===== src/rtl/gfpd_pkg.sv =====
package gfpd_pkg;

  localparam logic [1:0] CMD_LOAD_DIVIDEND = 2'd0;
  localparam logic [1:0] CMD_LOAD_DIVISOR  = 2'd1;
  localparam logic [1:0] CMD_COMPUTE       = 2'd2;

  localparam logic [1:0] STATUS_OK       = 2'd0;
  localparam logic [1:0] STATUS_DIV_ZERO = 2'd1;
  localparam logic [1:0] STATUS_OVERFLOW = 2'd2;

  localparam logic WHICH_REM  = 1'b0;
  localparam logic WHICH_QUOT = 1'b1;

  typedef struct packed {
    logic [1:0] command;
    logic [7:0] coefficient;
  } in_beat_t;

  typedef struct packed {
    logic       which_poly;
    logic [4:0] degree_index;
    logic [7:0] coeff_out;
    logic [1:0] status;
    logic       last;
  } out_beat_t;

endpackage


===== src/rtl/gfpd_mul.sv =====
// GF(2^8) multiplier, reduced by x^8 + poly.
module gfpd_mul (
  input  logic [7:0] a,
  input  logic [7:0] b,
  input  logic [7:0] poly,
  output logic [7:0] p
);

  always_comb begin
    logic [7:0] x;
    logic [7:0] r;
    x = a;
    r = 8'd0;
    for (int i = 0; i < 8; i++) begin
      if (b[i]) r = r ^ x;
      x = x[7] ? ({x[6:0], 1'b0} ^ poly) : {x[6:0], 1'b0};
    end
    p = r;
  end

endmodule


===== src/rtl/gf256_poly_divide_unit.sv =====
// GF(2^8) polynomial divider.
// Input channel (in_valid/in_ready/in_data): command 0 appends a dividend
// coefficient, 1 a divisor coefficient (lowest degree first), 2 computes.
// Loads are written straight into the stores while idle, back to back. A
// compute walks the stores with one shared GF multiplier: it leaves idle,
// trims dividend and divisor (reading each top, dropping zeros), picks the
// case (divide by zero gives only one zero remainder beat), inverts the
// divisor lead (square-and-multiply), then per quotient digit reads the top
// and multiplies it by the inverse, then updates each term under the divisor,
// and trims remainder and quotient. Results leave on out_valid/out_ready/
// out_data: remainder then quotient, lowest degree first, last set on the
// final beat. in_ready is low from the compute until the last beat is loaded
// into the output register; a stalled receiver simply holds the output
// register and the sequencer waits. cfg_we/cfg_data write the low byte of
// the field polynomial and may be used only while the block is idle.
// Reset (rst_n, synchronous) clears lengths, overflow and the sequencer and
// sets the field polynomial to 0x1b; the coefficient stores are not cleared.
module gf256_poly_divide_unit #(
  parameter int MAX_TERMS = 32
) (
  input  logic                clk,
  input  logic                rst_n,
  input  logic                in_valid,
  output logic                in_ready,
  input  gfpd_pkg::in_beat_t  in_data,
  output logic                out_valid,
  input  logic                out_ready,
  output gfpd_pkg::out_beat_t out_data,
  input  logic                cfg_we,
  input  logic [7:0]          cfg_data
);

  localparam int AW = (MAX_TERMS > 1) ? $clog2(MAX_TERMS) : 1;
  localparam int LW = $clog2(MAX_TERMS + 1);

  localparam logic [3:0] S_IDLE  = 4'd0;
  localparam logic [3:0] S_TRIMN = 4'd1;
  localparam logic [3:0] S_TRIMM = 4'd2;
  localparam logic [3:0] S_CASE  = 4'd3;
  localparam logic [3:0] S_INV   = 4'd4;
  localparam logic [3:0] S_QRD   = 4'd5;
  localparam logic [3:0] S_QMUL  = 4'd6;
  localparam logic [3:0] S_UPD   = 4'd7;
  localparam logic [3:0] S_RTRIM = 4'd8;
  localparam logic [3:0] S_QTRIM = 4'd9;
  localparam logic [3:0] S_EMIT  = 4'd10;
  localparam logic [3:0] S_WAIT  = 4'd11;

  localparam logic [1:0] MODE_DIV  = 2'd0;
  localparam logic [1:0] MODE_ZERO = 2'd1;
  localparam logic [1:0] MODE_DVD  = 2'd2;

  // stores
  logic [7:0] dvd_mem [MAX_TERMS];
  logic [7:0] dvs_mem [MAX_TERMS];
  logic [7:0] quo_mem [MAX_TERMS];

  logic [3:0]    state_r, state_nxt;
  logic [7:0]    poly_r;
  logic [LW-1:0] n_r, n_nxt, m_r, m_nxt;
  logic          ovf_r, ovf_nxt;
  logic [1:0]    st_r, st_nxt;
  logic [LW-1:0] k_r, k_nxt;   // current top+1 of partial remainder
  logic [LW-1:0] j_r, j_nxt;   // inner index
  logic [4:0]    e_r, e_nxt;   // inverse step count
  logic [7:0]    inv_r, inv_nxt, base_r, base_nxt, t_r, t_nxt;
  logic [7:0]    lead_r, lead_nxt;
  logic [LW-1:0] rlen_r, rlen_nxt, qlen_r, qlen_nxt;
  logic          which_r, which_nxt;
  logic [1:0]    mode_r, mode_nxt; // normal, zero results, dividend as rem
  logic          out_valid_r, out_valid_nxt;
  gfpd_pkg::out_beat_t out_r, out_nxt;

  // memory port control
  logic          dvd_we, dvs_we, quo_we;
  logic [AW-1:0] dvd_wa, dvs_wa, quo_wa, dvd_ra, dvs_ra, quo_ra;
  logic [7:0]    dvd_wd, dvs_wd, quo_wd;
  logic [7:0]    dvd_q, dvs_q, quo_q;

  always_ff @(posedge clk) begin
    if (dvd_we) dvd_mem[dvd_wa] <= dvd_wd;
    if (dvs_we) dvs_mem[dvs_wa] <= dvs_wd;
    if (quo_we) quo_mem[quo_wa] <= quo_wd;
    dvd_q <= dvd_mem[dvd_ra];
    dvs_q <= dvs_mem[dvs_ra];
    quo_q <= quo_mem[quo_ra];
  end

  // shared multiplier
  logic [7:0] mul_a, mul_b, mul_p;
  gfpd_mul u_mul (.a(mul_a), .b(mul_b), .poly(poly_r), .p(mul_p));

  // pipeline tag: a read was issued last cycle
  logic rd_r, rd_nxt;

  assign in_ready  = (state_r == S_IDLE);
  assign out_valid = out_valid_r;
  assign out_data  = out_r;

  always_comb begin
    state_nxt = state_r;
    n_nxt = n_r; m_nxt = m_r; ovf_nxt = ovf_r; st_nxt = st_r;
    k_nxt = k_r; j_nxt = j_r; e_nxt = e_r;
    inv_nxt = inv_r; base_nxt = base_r; t_nxt = t_r; lead_nxt = lead_r;
    rlen_nxt = rlen_r; qlen_nxt = qlen_r; which_nxt = which_r; mode_nxt = mode_r;
    out_valid_nxt = out_valid_r; out_nxt = out_r; rd_nxt = 1'b0;
    dvd_we = 1'b0; dvs_we = 1'b0; quo_we = 1'b0;
    dvd_wa = '0; dvs_wa = '0; quo_wa = '0;
    dvd_wd = in_data.coefficient; dvs_wd = in_data.coefficient; quo_wd = t_r;
    dvd_ra = '0; dvs_ra = '0; quo_ra = '0;
    mul_a = inv_r; mul_b = base_r;

    if (out_valid_r && out_ready) out_valid_nxt = 1'b0;

    unique case (state_r)
      S_IDLE: begin
        if (in_valid) begin
          unique case (in_data.command)
            gfpd_pkg::CMD_LOAD_DIVIDEND: begin
              if (n_r < LW'(MAX_TERMS)) begin
                dvd_we = 1'b1; dvd_wa = n_r[AW-1:0]; n_nxt = n_r + 1'b1;
              end else ovf_nxt = 1'b1;
            end
            gfpd_pkg::CMD_LOAD_DIVISOR: begin
              if (m_r < LW'(MAX_TERMS)) begin
                dvs_we = 1'b1; dvs_wa = m_r[AW-1:0]; m_nxt = m_r + 1'b1;
              end else ovf_nxt = 1'b1;
            end
            gfpd_pkg::CMD_COMPUTE: begin
              st_nxt = ovf_r ? gfpd_pkg::STATUS_OVERFLOW : gfpd_pkg::STATUS_OK;
              state_nxt = S_TRIMN;
            end
            default: ;
          endcase
        end
      end
      // trim dividend: read top, drop while zero
      S_TRIMN: begin
        if (n_r == '0) state_nxt = S_TRIMM;
        else if (!rd_r) begin
          dvd_ra = AW'(n_r - 1'b1); rd_nxt = 1'b1;
        end else if (dvd_q == 8'd0) n_nxt = n_r - 1'b1;
        else state_nxt = S_TRIMM;
      end
      S_TRIMM: begin
        if (m_r == '0) state_nxt = S_CASE;
        else if (!rd_r) begin
          dvs_ra = AW'(m_r - 1'b1); rd_nxt = 1'b1;
        end else if (dvs_q == 8'd0) m_nxt = m_r - 1'b1;
        else begin
          lead_nxt = dvs_q; state_nxt = S_CASE;
        end
      end
      S_CASE: begin
        which_nxt = gfpd_pkg::WHICH_REM; j_nxt = '0;
        if (n_r == '0) begin
          mode_nxt = MODE_ZERO; rlen_nxt = '0; qlen_nxt = '0; state_nxt = S_EMIT;
        end else if (m_r == '0) begin
          st_nxt = gfpd_pkg::STATUS_DIV_ZERO; mode_nxt = MODE_ZERO; state_nxt = S_EMIT;
        end else if (m_r > n_r) begin
          mode_nxt = MODE_DVD; rlen_nxt = n_r; qlen_nxt = '0; state_nxt = S_EMIT;
        end else begin
          mode_nxt = MODE_DIV; inv_nxt = 8'd1; base_nxt = lead_r; e_nxt = '0;
          k_nxt = n_r; state_nxt = S_INV;
        end
      end
      // lead^254: bits of 254 lsb first; even steps multiply, odd steps square
      S_INV: begin
        if (!e_r[0]) begin
          mul_a = inv_r; mul_b = base_r;
          if (e_r[4:1] != 4'd0) inv_nxt = mul_p; // bit0 of 254 is 0
        end else begin
          mul_a = base_r; mul_b = base_r; base_nxt = mul_p;
        end
        e_nxt = e_r + 1'b1;
        if (e_r == 5'd15) state_nxt = S_QRD;
      end
      // read current top of partial remainder (kept in dividend store)
      S_QRD: begin
        dvd_ra = AW'(k_r - 1'b1); state_nxt = S_QMUL;
      end
      S_QMUL: begin
        mul_a = dvd_q; mul_b = inv_r; t_nxt = mul_p;
        quo_we = 1'b1; quo_wa = AW'(k_r - m_r); quo_wd = mul_p;
        j_nxt = '0; state_nxt = S_UPD;
      end
      // per j: read rem[qi+j] and div[j], then write back xor product
      S_UPD: begin
        if (!rd_r) begin
          dvd_ra = AW'(k_r - m_r + j_r); dvs_ra = AW'(j_r); rd_nxt = 1'b1;
        end else begin
          mul_a = t_r; mul_b = dvs_q;
          dvd_we = 1'b1; dvd_wa = AW'(k_r - m_r + j_r);
          dvd_wd = (j_r == m_r - 1'b1) ? 8'd0 : (dvd_q ^ mul_p);
          if (j_r == m_r - 1'b1) begin
            if (k_r == m_r) begin
              rlen_nxt = m_r - 1'b1; qlen_nxt = n_r - m_r + 1'b1;
              j_nxt = '0; state_nxt = S_RTRIM;
            end else begin
              k_nxt = k_r - 1'b1; state_nxt = S_QRD;
            end
          end else j_nxt = j_r + 1'b1;
        end
      end
      S_RTRIM: begin
        if (rlen_r == '0) state_nxt = S_QTRIM;
        else if (!rd_r) begin
          dvd_ra = AW'(rlen_r - 1'b1); rd_nxt = 1'b1;
        end else if (dvd_q == 8'd0) rlen_nxt = rlen_r - 1'b1;
        else state_nxt = S_QTRIM;
      end
      S_QTRIM: begin
        if (qlen_r == '0) state_nxt = S_EMIT;
        else if (!rd_r) begin
          quo_ra = AW'(qlen_r - 1'b1); rd_nxt = 1'b1;
        end else if (quo_q == 8'd0) qlen_nxt = qlen_r - 1'b1;
        else state_nxt = S_EMIT;
      end
      // issue read of next coefficient for output
      S_EMIT: begin
        if (!out_valid_r || out_ready) begin
          dvd_ra = AW'(j_r); quo_ra = AW'(j_r);
          state_nxt = S_WAIT;
        end
      end
      S_WAIT: begin
        logic [LW-1:0] len;
        logic [7:0]    c;
        logic          fin;
        len = which_r ? qlen_r : rlen_r;
        c = (len == '0 || mode_r == MODE_ZERO) ? 8'd0 : (which_r ? quo_q : dvd_q);
        fin = (mode_r == MODE_ZERO && st_r == gfpd_pkg::STATUS_DIV_ZERO) ||
              (which_r && (len == '0 || j_r == len - 1'b1));
        out_valid_nxt = 1'b1;
        out_nxt.which_poly   = which_r;
        out_nxt.degree_index = 5'(j_r);
        out_nxt.coeff_out    = c;
        out_nxt.status       = st_r;
        out_nxt.last         = fin;
        if (fin) begin
          n_nxt = '0; m_nxt = '0; ovf_nxt = 1'b0; state_nxt = S_IDLE;
        end else if (len == '0 || mode_r == MODE_ZERO || j_r == len - 1'b1) begin
          which_nxt = gfpd_pkg::WHICH_QUOT; j_nxt = '0; state_nxt = S_EMIT;
        end else begin
          j_nxt = j_r + 1'b1; state_nxt = S_EMIT;
        end
      end
      default: state_nxt = S_IDLE;
    endcase
  end

  always_ff @(posedge clk) begin
    if (!rst_n) begin
      state_r <= S_IDLE; poly_r <= 8'd27; n_r <= '0; m_r <= '0;
      ovf_r <= 1'b0; out_valid_r <= 1'b0; rd_r <= 1'b0;
    end else begin
      state_r <= state_nxt; n_r <= n_nxt; m_r <= m_nxt; ovf_r <= ovf_nxt;
      out_valid_r <= out_valid_nxt; rd_r <= rd_nxt;
      if (cfg_we) poly_r <= cfg_data;
    end
  end

  always_ff @(posedge clk) begin
    st_r <= st_nxt; k_r <= k_nxt; j_r <= j_nxt; e_r <= e_nxt;
    inv_r <= inv_nxt; base_r <= base_nxt; t_r <= t_nxt; lead_r <= lead_nxt;
    rlen_r <= rlen_nxt; qlen_r <= qlen_nxt; which_r <= which_nxt;
    mode_r <= mode_nxt; out_r <= out_nxt;
  end

endmodule


===== config.mk =====
export PLATFORM = sky130hd
export DESIGN_NAME = gf256_poly_divide_unit
export DESIGN_NICKNAME = d
export VERILOG_FILES = /design/src/rtl/gfpd_pkg.sv /design/src/rtl/gfpd_mul.sv /design/src/rtl/gf256_poly_divide_unit.sv
export SDC_FILE = /design/constraint.sdc
export NUM_CORES = 1
export LEC_CHECK = 0
export ABC_AREA = 1
export BUFFER_PORTS_ARGS = -buffer_cell sky130_fd_sc_hd__buf_2
export CAP_MARGIN = 5
export CORE_ASPECT_RATIO = 2
export CORE_UTILIZATION = 30
export CTS_CLUSTER_SIZE = 25
export DETAILED_ROUTE_END_ITERATION = 12
export PLACE_DENSITY = 0.53
export SLEW_MARGIN = 10
export SYNTH_ARGS = -nofsm -noshare
export SYNTH_HDL_FRONTEND = slang
export SYNTH_SLANG_ARGS = --single-unit

===== constraint.sdc =====
create_clock -name clk -period 4.7 [get_ports clk]
set_input_delay 0.94 -clock clk [delete_from_list [all_inputs] [get_ports clk]]
set_output_delay 0.94 -clock clk [all_outputs]
set_load 0.02 [all_outputs]

* Word-level counts from Yosys, hierarchy flattened
Memories as Yosys holds them, arrays and structs flattened. A register that Yosys moved wholly into a read port is not among the register bits.
Index checks and enable logic that the tools add are counted.
** Cells by class
- Reduce and logical (&&, ||, !) cells :: 47
- Shift operators :: 0
- Divide/modulo/power cells :: 0
- Add/subtract/negate cells :: 14
- Muxes and demuxes :: 177
- Eq/ne operators :: 67
- $mul :: 0
- Bitwise operators :: 17
- Magnitude comparators :: 3
** Operators by type and width (number)
- $mux W6 :: 43
- $mux W8 :: 32
- $xor A8 B8 Y8 :: 15
- $mux W5 :: 23
- $mux W4 :: 23
- $pmux W6 S3 :: 5
- $ne A2 B2 Y1 const B :: 29
- $pmux W4 S12 :: 1
- $pmux W8 S2 :: 3
- $pmux W5 S2 :: 4
- $ne A3 B3 Y1 const B :: 13
- $sub A6 B1 Y6 const B :: 6
- $logic_not A6 Y1 :: 5
- $mux W1 :: 28
- $pmux W5 S5 :: 1
- $add A6 B1 Y6 const B :: 4
- $logic_not A8 Y1 :: 3
- $pmux W8 S3 :: 1
- $eq A6 B6 Y1 :: 3
- $reduce_and A9 Y1 :: 2
- $eq A4 B3 Y1 const B :: 4
- $eq A4 B4 Y1 const B :: 4
- $reduce_and A8 Y1 :: 2
- $reduce_bool A3 Y1 :: 5
- other kinds (33) :: 66
** Storage, ports and cells
- Memory bits (read-only) :: 0
- Output and inout port bits :: 19
- Latch bits :: 0
- Logic and storage cells :: 352
- Memory bits (writable) :: 768
- Memories :: 3
- Flip-flop bits (word level) :: 110
** Memory list
- dvd_mem :: depth 32, width 8, rd ports 1, clocked after Yosys merged registers in 1, wr ports 1, line gf256_poly_divide_unit.sv:54 : logic [7:0] dvd_mem [MAX_TERMS];
- dvs_mem :: depth 32, width 8, rd ports 1, clocked after Yosys merged registers in 1, wr ports 1, line gf256_poly_divide_unit.sv:55 : logic [7:0] dvs_mem [MAX_TERMS];
- quo_mem :: depth 32, width 8, rd ports 1, clocked after Yosys merged registers in 1, wr ports 1, line gf256_poly_divide_unit.sv:56 : logic [7:0] quo_mem [MAX_TERMS];

* Longest topological paths before layout
- Depth after elaboration :: 22
- Mapped depth :: 35

* Cells and area by module
A second synthesis with hierarchy kept.
** Second synthesis, totals
- Cell total of the unflattened synthesis :: 4444
- Area, all modules :: 43571.8 um^2
** By module, submodules not included
- gf256_poly_divide_unit :: cells each 3988, area each 41041.9 um^2, times used 1
- gfpd_mul :: cells each 456, area each 2529.9 um^2, times used 1

* Worst setup path before layout
No wires, ideal clock.
- Path kind :: flip-flop to flip-flop
- Start point :: register state_r[2]
- End point :: memory quo_mem[0][1], data pin
- Data arrival time :: 4.238 ns
- Clock period less this slack :: 4.699 ns
- Setup time :: 0.461 ns
- Path buffers :: 1
- Cell stages (with the launch flop) :: 28
- Slack :: 0.001 ns
- Data required time :: 4.239 ns
- Cell sequence :: dfxtp_1 buf_4 inv_2 nor2_8 nand2_2 nor2_2 nand2_1 nand3_2 nand3_1 nand2_2 nor2_2 nand2_4 nand3_4 nand2_4 inv_2 nor2_8 nand2_2 nand2_2 nand2_4 nand2_2 inv_2 nor2_8 nand3_4 nand4_1 nand3_1 nand2_1 nand2_1 o21ai_0
** On the way
- Cells in the longest elaborated chain, start to end :: 19
- Elaborated cells on any way between the ends :: 35
- Classes of those cells :: 3 x eq/ne; 18 x mux; 14 x bitwise
** Ends and longest elaborated chain
- from (decl) :: line gf256_poly_divide_unit.sv:58 : logic [3:0] state_r, state_nxt;
- from (signal assigned) :: line gf256_poly_divide_unit.sv:257 : state_r <= state_nxt; n_r <= n_nxt; m_r <= m_nxt; ovf_r <= ovf_nxt;
- $eq A4 B3 Y1 :: line gf256_poly_divide_unit.sv:115 : unique case (state_r)
- $pmux W8 S3 :: line gf256_poly_divide_unit.sv:115
- $xor A8 B8 Y8 :: line gfpd_mul.sv:16 : x = x[7] ? ({x[6:0], 1'b0} ^ poly) : {x[6:0], 1'b0};
- $mux W8 :: line gfpd_mul.sv:16
- $xor A8 B8 Y8 :: line gfpd_mul.sv:15 : if (b[i]) r = r ^ x;
- $mux W8 :: line gfpd_mul.sv:15
- $xor A8 B8 Y8 :: line gfpd_mul.sv:15
- $mux W8 :: line gfpd_mul.sv:15
- (+4 left out)
- $xor A8 B8 Y8 :: line gfpd_mul.sv:15
- $mux W8 :: line gfpd_mul.sv:15
- $xor A8 B8 Y8 :: line gfpd_mul.sv:15
- $mux W8 :: line gfpd_mul.sv:15
- $xor A8 B8 Y8 :: line gfpd_mul.sv:15
- $mux W8 :: line gfpd_mul.sv:15
- $mux W8 *
- named net quo_wd[1] :: line gf256_poly_divide_unit.sv:77 : logic [7:0] dvd_wd, dvs_wd, quo_wd;
- to (decl) :: line gf256_poly_divide_unit.sv:56
Mark *: on every way through the listed nets, which the timed path passes. The rest lies on a longest branch.

* Worst setup path in the final report
- Start point :: register k_r[0]
- End point :: register dvd_q[5] (read register of dvd_mem)
** On the way
- Cells in the longest elaborated chain, start to end :: 4
- Elaborated cells on any way between the ends :: 5
- Classes of those cells :: 3 x add/sub; 2 x mux
** Ends and longest elaborated chain
- from (decl) :: line gf256_poly_divide_unit.sv:63 : logic [LW-1:0] k_r, k_nxt;
- from (signal assigned) :: line gf256_poly_divide_unit.sv:264 : st_r <= st_nxt; k_r <= k_nxt; j_r <= j_nxt; e_r <= e_nxt;
- $sub A5 B5 Y5 :: line gf256_poly_divide_unit.sv:190 : dvd_ra = AW'(k_r - m_r + j_r); dvs_ra = AW'(j_r); rd_nxt = 1'b1;
- $add A5 B5 Y5 :: line gf256_poly_divide_unit.sv:190
- $mux W5 :: line gf256_poly_divide_unit.sv:189 : if (!rd_r) begin
- $pmux W5 S5 * :: line gf256_poly_divide_unit.sv:115
- to (decl) :: line gf256_poly_divide_unit.sv:78 : logic [7:0] dvd_q, dvs_q, quo_q;
Every way passes the cells marked *; elsewhere a longest branch is shown, timed or not.
A chain may end at the register's enable or synchronous reset.

==> run summary <==
GRT Resource Usage Total -> 0.189
Initial antenna violation count -> 4
CTS tree -> built
Slew HR -> 0.382
Final ANT Viol Nets -> 0
Wire length of the first global-routing pass -> 193000 µm
Fin crit share -> 0.964
Clock sinks -> 902
Critical R2R Capture -> dvd_q[5]$_DFF_P_
Hold buffers post-CTS -> 0
Yosys reg bits -> 902
CP Data Arrival Time -> 5.05 ns
Final setup TNS -> 0 ns
DRC Markers -> 0
Worst Setup End Kind -> flop
Die height -> 524 µm
Hold wc startpoint -> st_r[0]$_SDFFCE_PP1P_
Vias/cell -> 5.11
Share of cells above drive strength 1 -> 0.142
CP required -> 5.22 ns
Sequential fraction of the synthesis area -> 0.648
Flop2flop setup slack -> 0.17 ns
Netlist Area Pre-Place -> 40900 µm²
Std cell rows -> 191
Sw frac -> 0.316
Worst-case hold slack -> 0.458 ns
GP Congestion -> 0.971
Clk pin slew, worst setup/hold paths -> 0.07 ns
Final hold vios -> 0
Die width -> 263 µm
Setup crit end -> dvd_q[5]$_DFF_P_
Leak pwr -> 16.0 nW
Critical Path Fanout Max -> 14
Run status -> finished, final reports clean
Final min period -> 4.53 ns
Initial cell density of the core -> 0.302
DP Worst Slack -> 0.0983 ns
Overflow after GRT -> 0
Die Footprint -> 138000 µm²
Final WL -> 131000 µm
DR pass1 iterations -> 7
Core Region -> 135000 µm²
Worst-skew pair later-pin latency -> 0.69 ns
TritonCTS Buffers -> 79
Worst vdd ir -> 269 µV
Design Power -> 0.0210 W
DPL Wire Length -> 95100 µm
1st-iter DRT viols -> 1833
Clock share of power -> 0.332
H-Tree Depth -> 3
Mapped Cells -> 3729
Final Net Count -> 3961
Layout area overhead -> 16.2%
Port Buf Inserts -> 41
CP Launch Type -> flop
Routed len/inst -> 23.0 µm
Max-Cap Viols -> 0
Finish-stage setup viols -> 0
Top FF cell, synth -> edfxtp_1
Final Skew -> 0.0369 ns
Hold WC Path Type -> reg -> reg
Vias -> 29200
Root buffer cell -> clkbuf_16
Synth warn -> 0
Io pins -> 42
RSZ-0062 raised after global routing -> false
Syn_nets -> 3792
Vias in the first global route -> 29600
Crit path from -> k_r[0]$_DFFE_PP_
EDFF count, synth -> 843
Worst-Margin Slew -> 0.924 ns
R2R depth -> 17
Distinct cells, synth -> 62
Filler cells -> 13400
Sw Pwr -> 0.00664 W
Power Dens Cells -> 442 nW/µm²
Final Util -> 0.351
Syn avg cell area -> 11.0 µm²
Max clock buf depth -> 3
Internal power -> 0.0144 W
Logic gate share of total power -> 0.230
Worst R2R Start -> k_r[0]$_DFFE_PP_
Async SR Flop Fraction -> 0
Final Max Slew Viols -> 0
Fmax -> 221 MHz
Largest net degree at the start of global routing -> 129
CP Class -> reg -> reg
Final setup margin -> 0.169 ns
Post-CTS setup buffer count -> 0
Part of the power in registers -> 0.438
critical path: stages (launching register included):
cell,delay (ns)
edfxtp_1,0.39
inv_1,0.22
ha_1,0.19
inv_1,0.06
fa_1,0.39
xor2_1,0.31
ha_1,0.34
xnor2_1,0.14
inv_1,0.24
nor2_1,0.07
a2111o_1,0.46
nor2_1,0.14
buf_4,0.19
buf_4,0.27
o311ai_0,0.25
and3_1,0.21
a311oi_1,0.37
a31oi_1,0.11
synthesized netlist by cell type (5+ instances only):
cell type,instances,area (µm²)
nand4_1,19,119
o211ai_1,45,338
clkbuf_1,170,638
a32oi_1,5,43.8
buf_1,7,26.3
xor2_1,64,561
inv_2,18,67.6
nor4_1,11,68.8
edfxtp_1,843,25300
xnor2_1,38,333
ha_1,37,463
nand2_1,409,1540
nand3_1,130,651
nand2_2,22,138
o221ai_1,60,526
a21oi_1,58,290
a31oi_1,24,150
nor2_2,6,37.5
nand3_2,13,130
nor2_1,796,2990
and3_1,5,31.3
nand3_4,5,87.6
clkinv_1,7,26.3
dfxtp_1,59,1180
o311ai_0,32,280
o21ai_0,333,1670
o22ai_1,43,269
o21ai_1,21,105
a311oi_1,9,78.8
inv_1,200,751
buf_2,5,25.0
nor3_1,26,130
a211oi_1,14,105
a221oi_1,7,61.3
o32ai_1,87,762
or2_2,33,206
nand2_4,11,124
o21bai_1,12,90.1
sequential cells by signal, indices dropped and copies added (netlist names), 17 cells and up:
name / cells
out_data: 17
dvd_mem: 256
quo_mem: 256
dvs_mem: 256
cells by family after synthesis:
| logic type | count (synthesis) | share of synthesized area |
|---|---|---|
| flip-flops | 902 | 0.648 |
| adder cells (fa/ha/maj) | 40 | 0.0128 |
| AND/OR/NAND/NOR | 1498 | 0.157 |
| AO/OA/AOI/OAI | 772 | 0.121 |
| buffers and inverters | 412 | 0.0385 |
| XOR/XNOR | 103 | 0.0222 |
| multiplexers | 2 | 0.000520 |
what timing repair did:
| item | CTS | global route |
|---|---|---|
| setup endpoints to repair | 0 | 646 |
| hold endpoints to repair | 0 | 0 |
| resized for setup | 0 | 21 |
stage by stage:
step	cell area (µm²)	cells
detailed placement	44700	5554
finish	47500	5703
floorplan	40900	3729
CTS	47400	5702
global route	47500	5703
global placement	44700	5554
cell usage in the layout (no fill, tap or decap), drive strengths merged, types with 37 or more instances in the layout:
cell type	instances
edfxtp	843
nor2	810
nand2	442
o21ai	357
buf	275
inv	224
nand3	148
clkbuf	89
o32ai	87
xor2	65
o221ai	60
a21oi	59
dfxtp	59
o211ai	45
o22ai	43
xnor2	38
ha	37
layout make-up:
type / count / area (µm²) / area share
antenna: 1 / 2.50 / 0.0000527
clock buffer: 89 / 2030 / 0.0428
clock inverter: 59 / 731 / 0.0154
inverter: 225 / 848 / 0.0179
multi-input combinational: 2415 / 13000 / 0.273
sequential: 902 / 26500 / 0.558
tap: 1737 / 2170 / 0.0457
timing repair buffer: 275 / 2230 / 0.0470
power by group through the flow:
| stage | Sequential (W) | Combinational, W | Clock [W] |
|---|---|---|---|
| after global placement | 0.00937 | 0.00477 | 0 |
| after floorplan | 0.00921 | 0.00260 | 0 |
| final | 0.00919 | 0.00482 | 0.00698 |
| after detailed placement | 0.00937 | 0.00477 | 0 |
| after CTS | 0.00919 | 0.00479 | 0.00711 |
| after global routing | 0.00919 | 0.00518 | 0.00737 |
worst min path at each step:
stage	to	slack, ns	depth (start not counted)
6_report	out_data[1]$_DFFE_PP_	0.46	0
5_1_grt	out_data[1]$_DFFE_PP_	0.48	0
4_1_cts	out_data[1]$_DFFE_PP_	0.46	0
3_5_place_dp	out_data[1]$_DFFE_PP_	0.44	0
3_3_place_gp	out_data[1]$_DFFE_PP_	0.44	0
2_1_floorplan	out_data[2]$_DFFE_PP_	0.43	0
layer usage:
metal  vias up  routed length, µm  GRT usage
li1      13700                  -          -
met1     14300              44000      0.177
met2       746              72700      0.373
met3       343               4420     0.0222
met4         6               9940      0.135
met5         -                 40          0
Power figures use the tool's default switching activity.
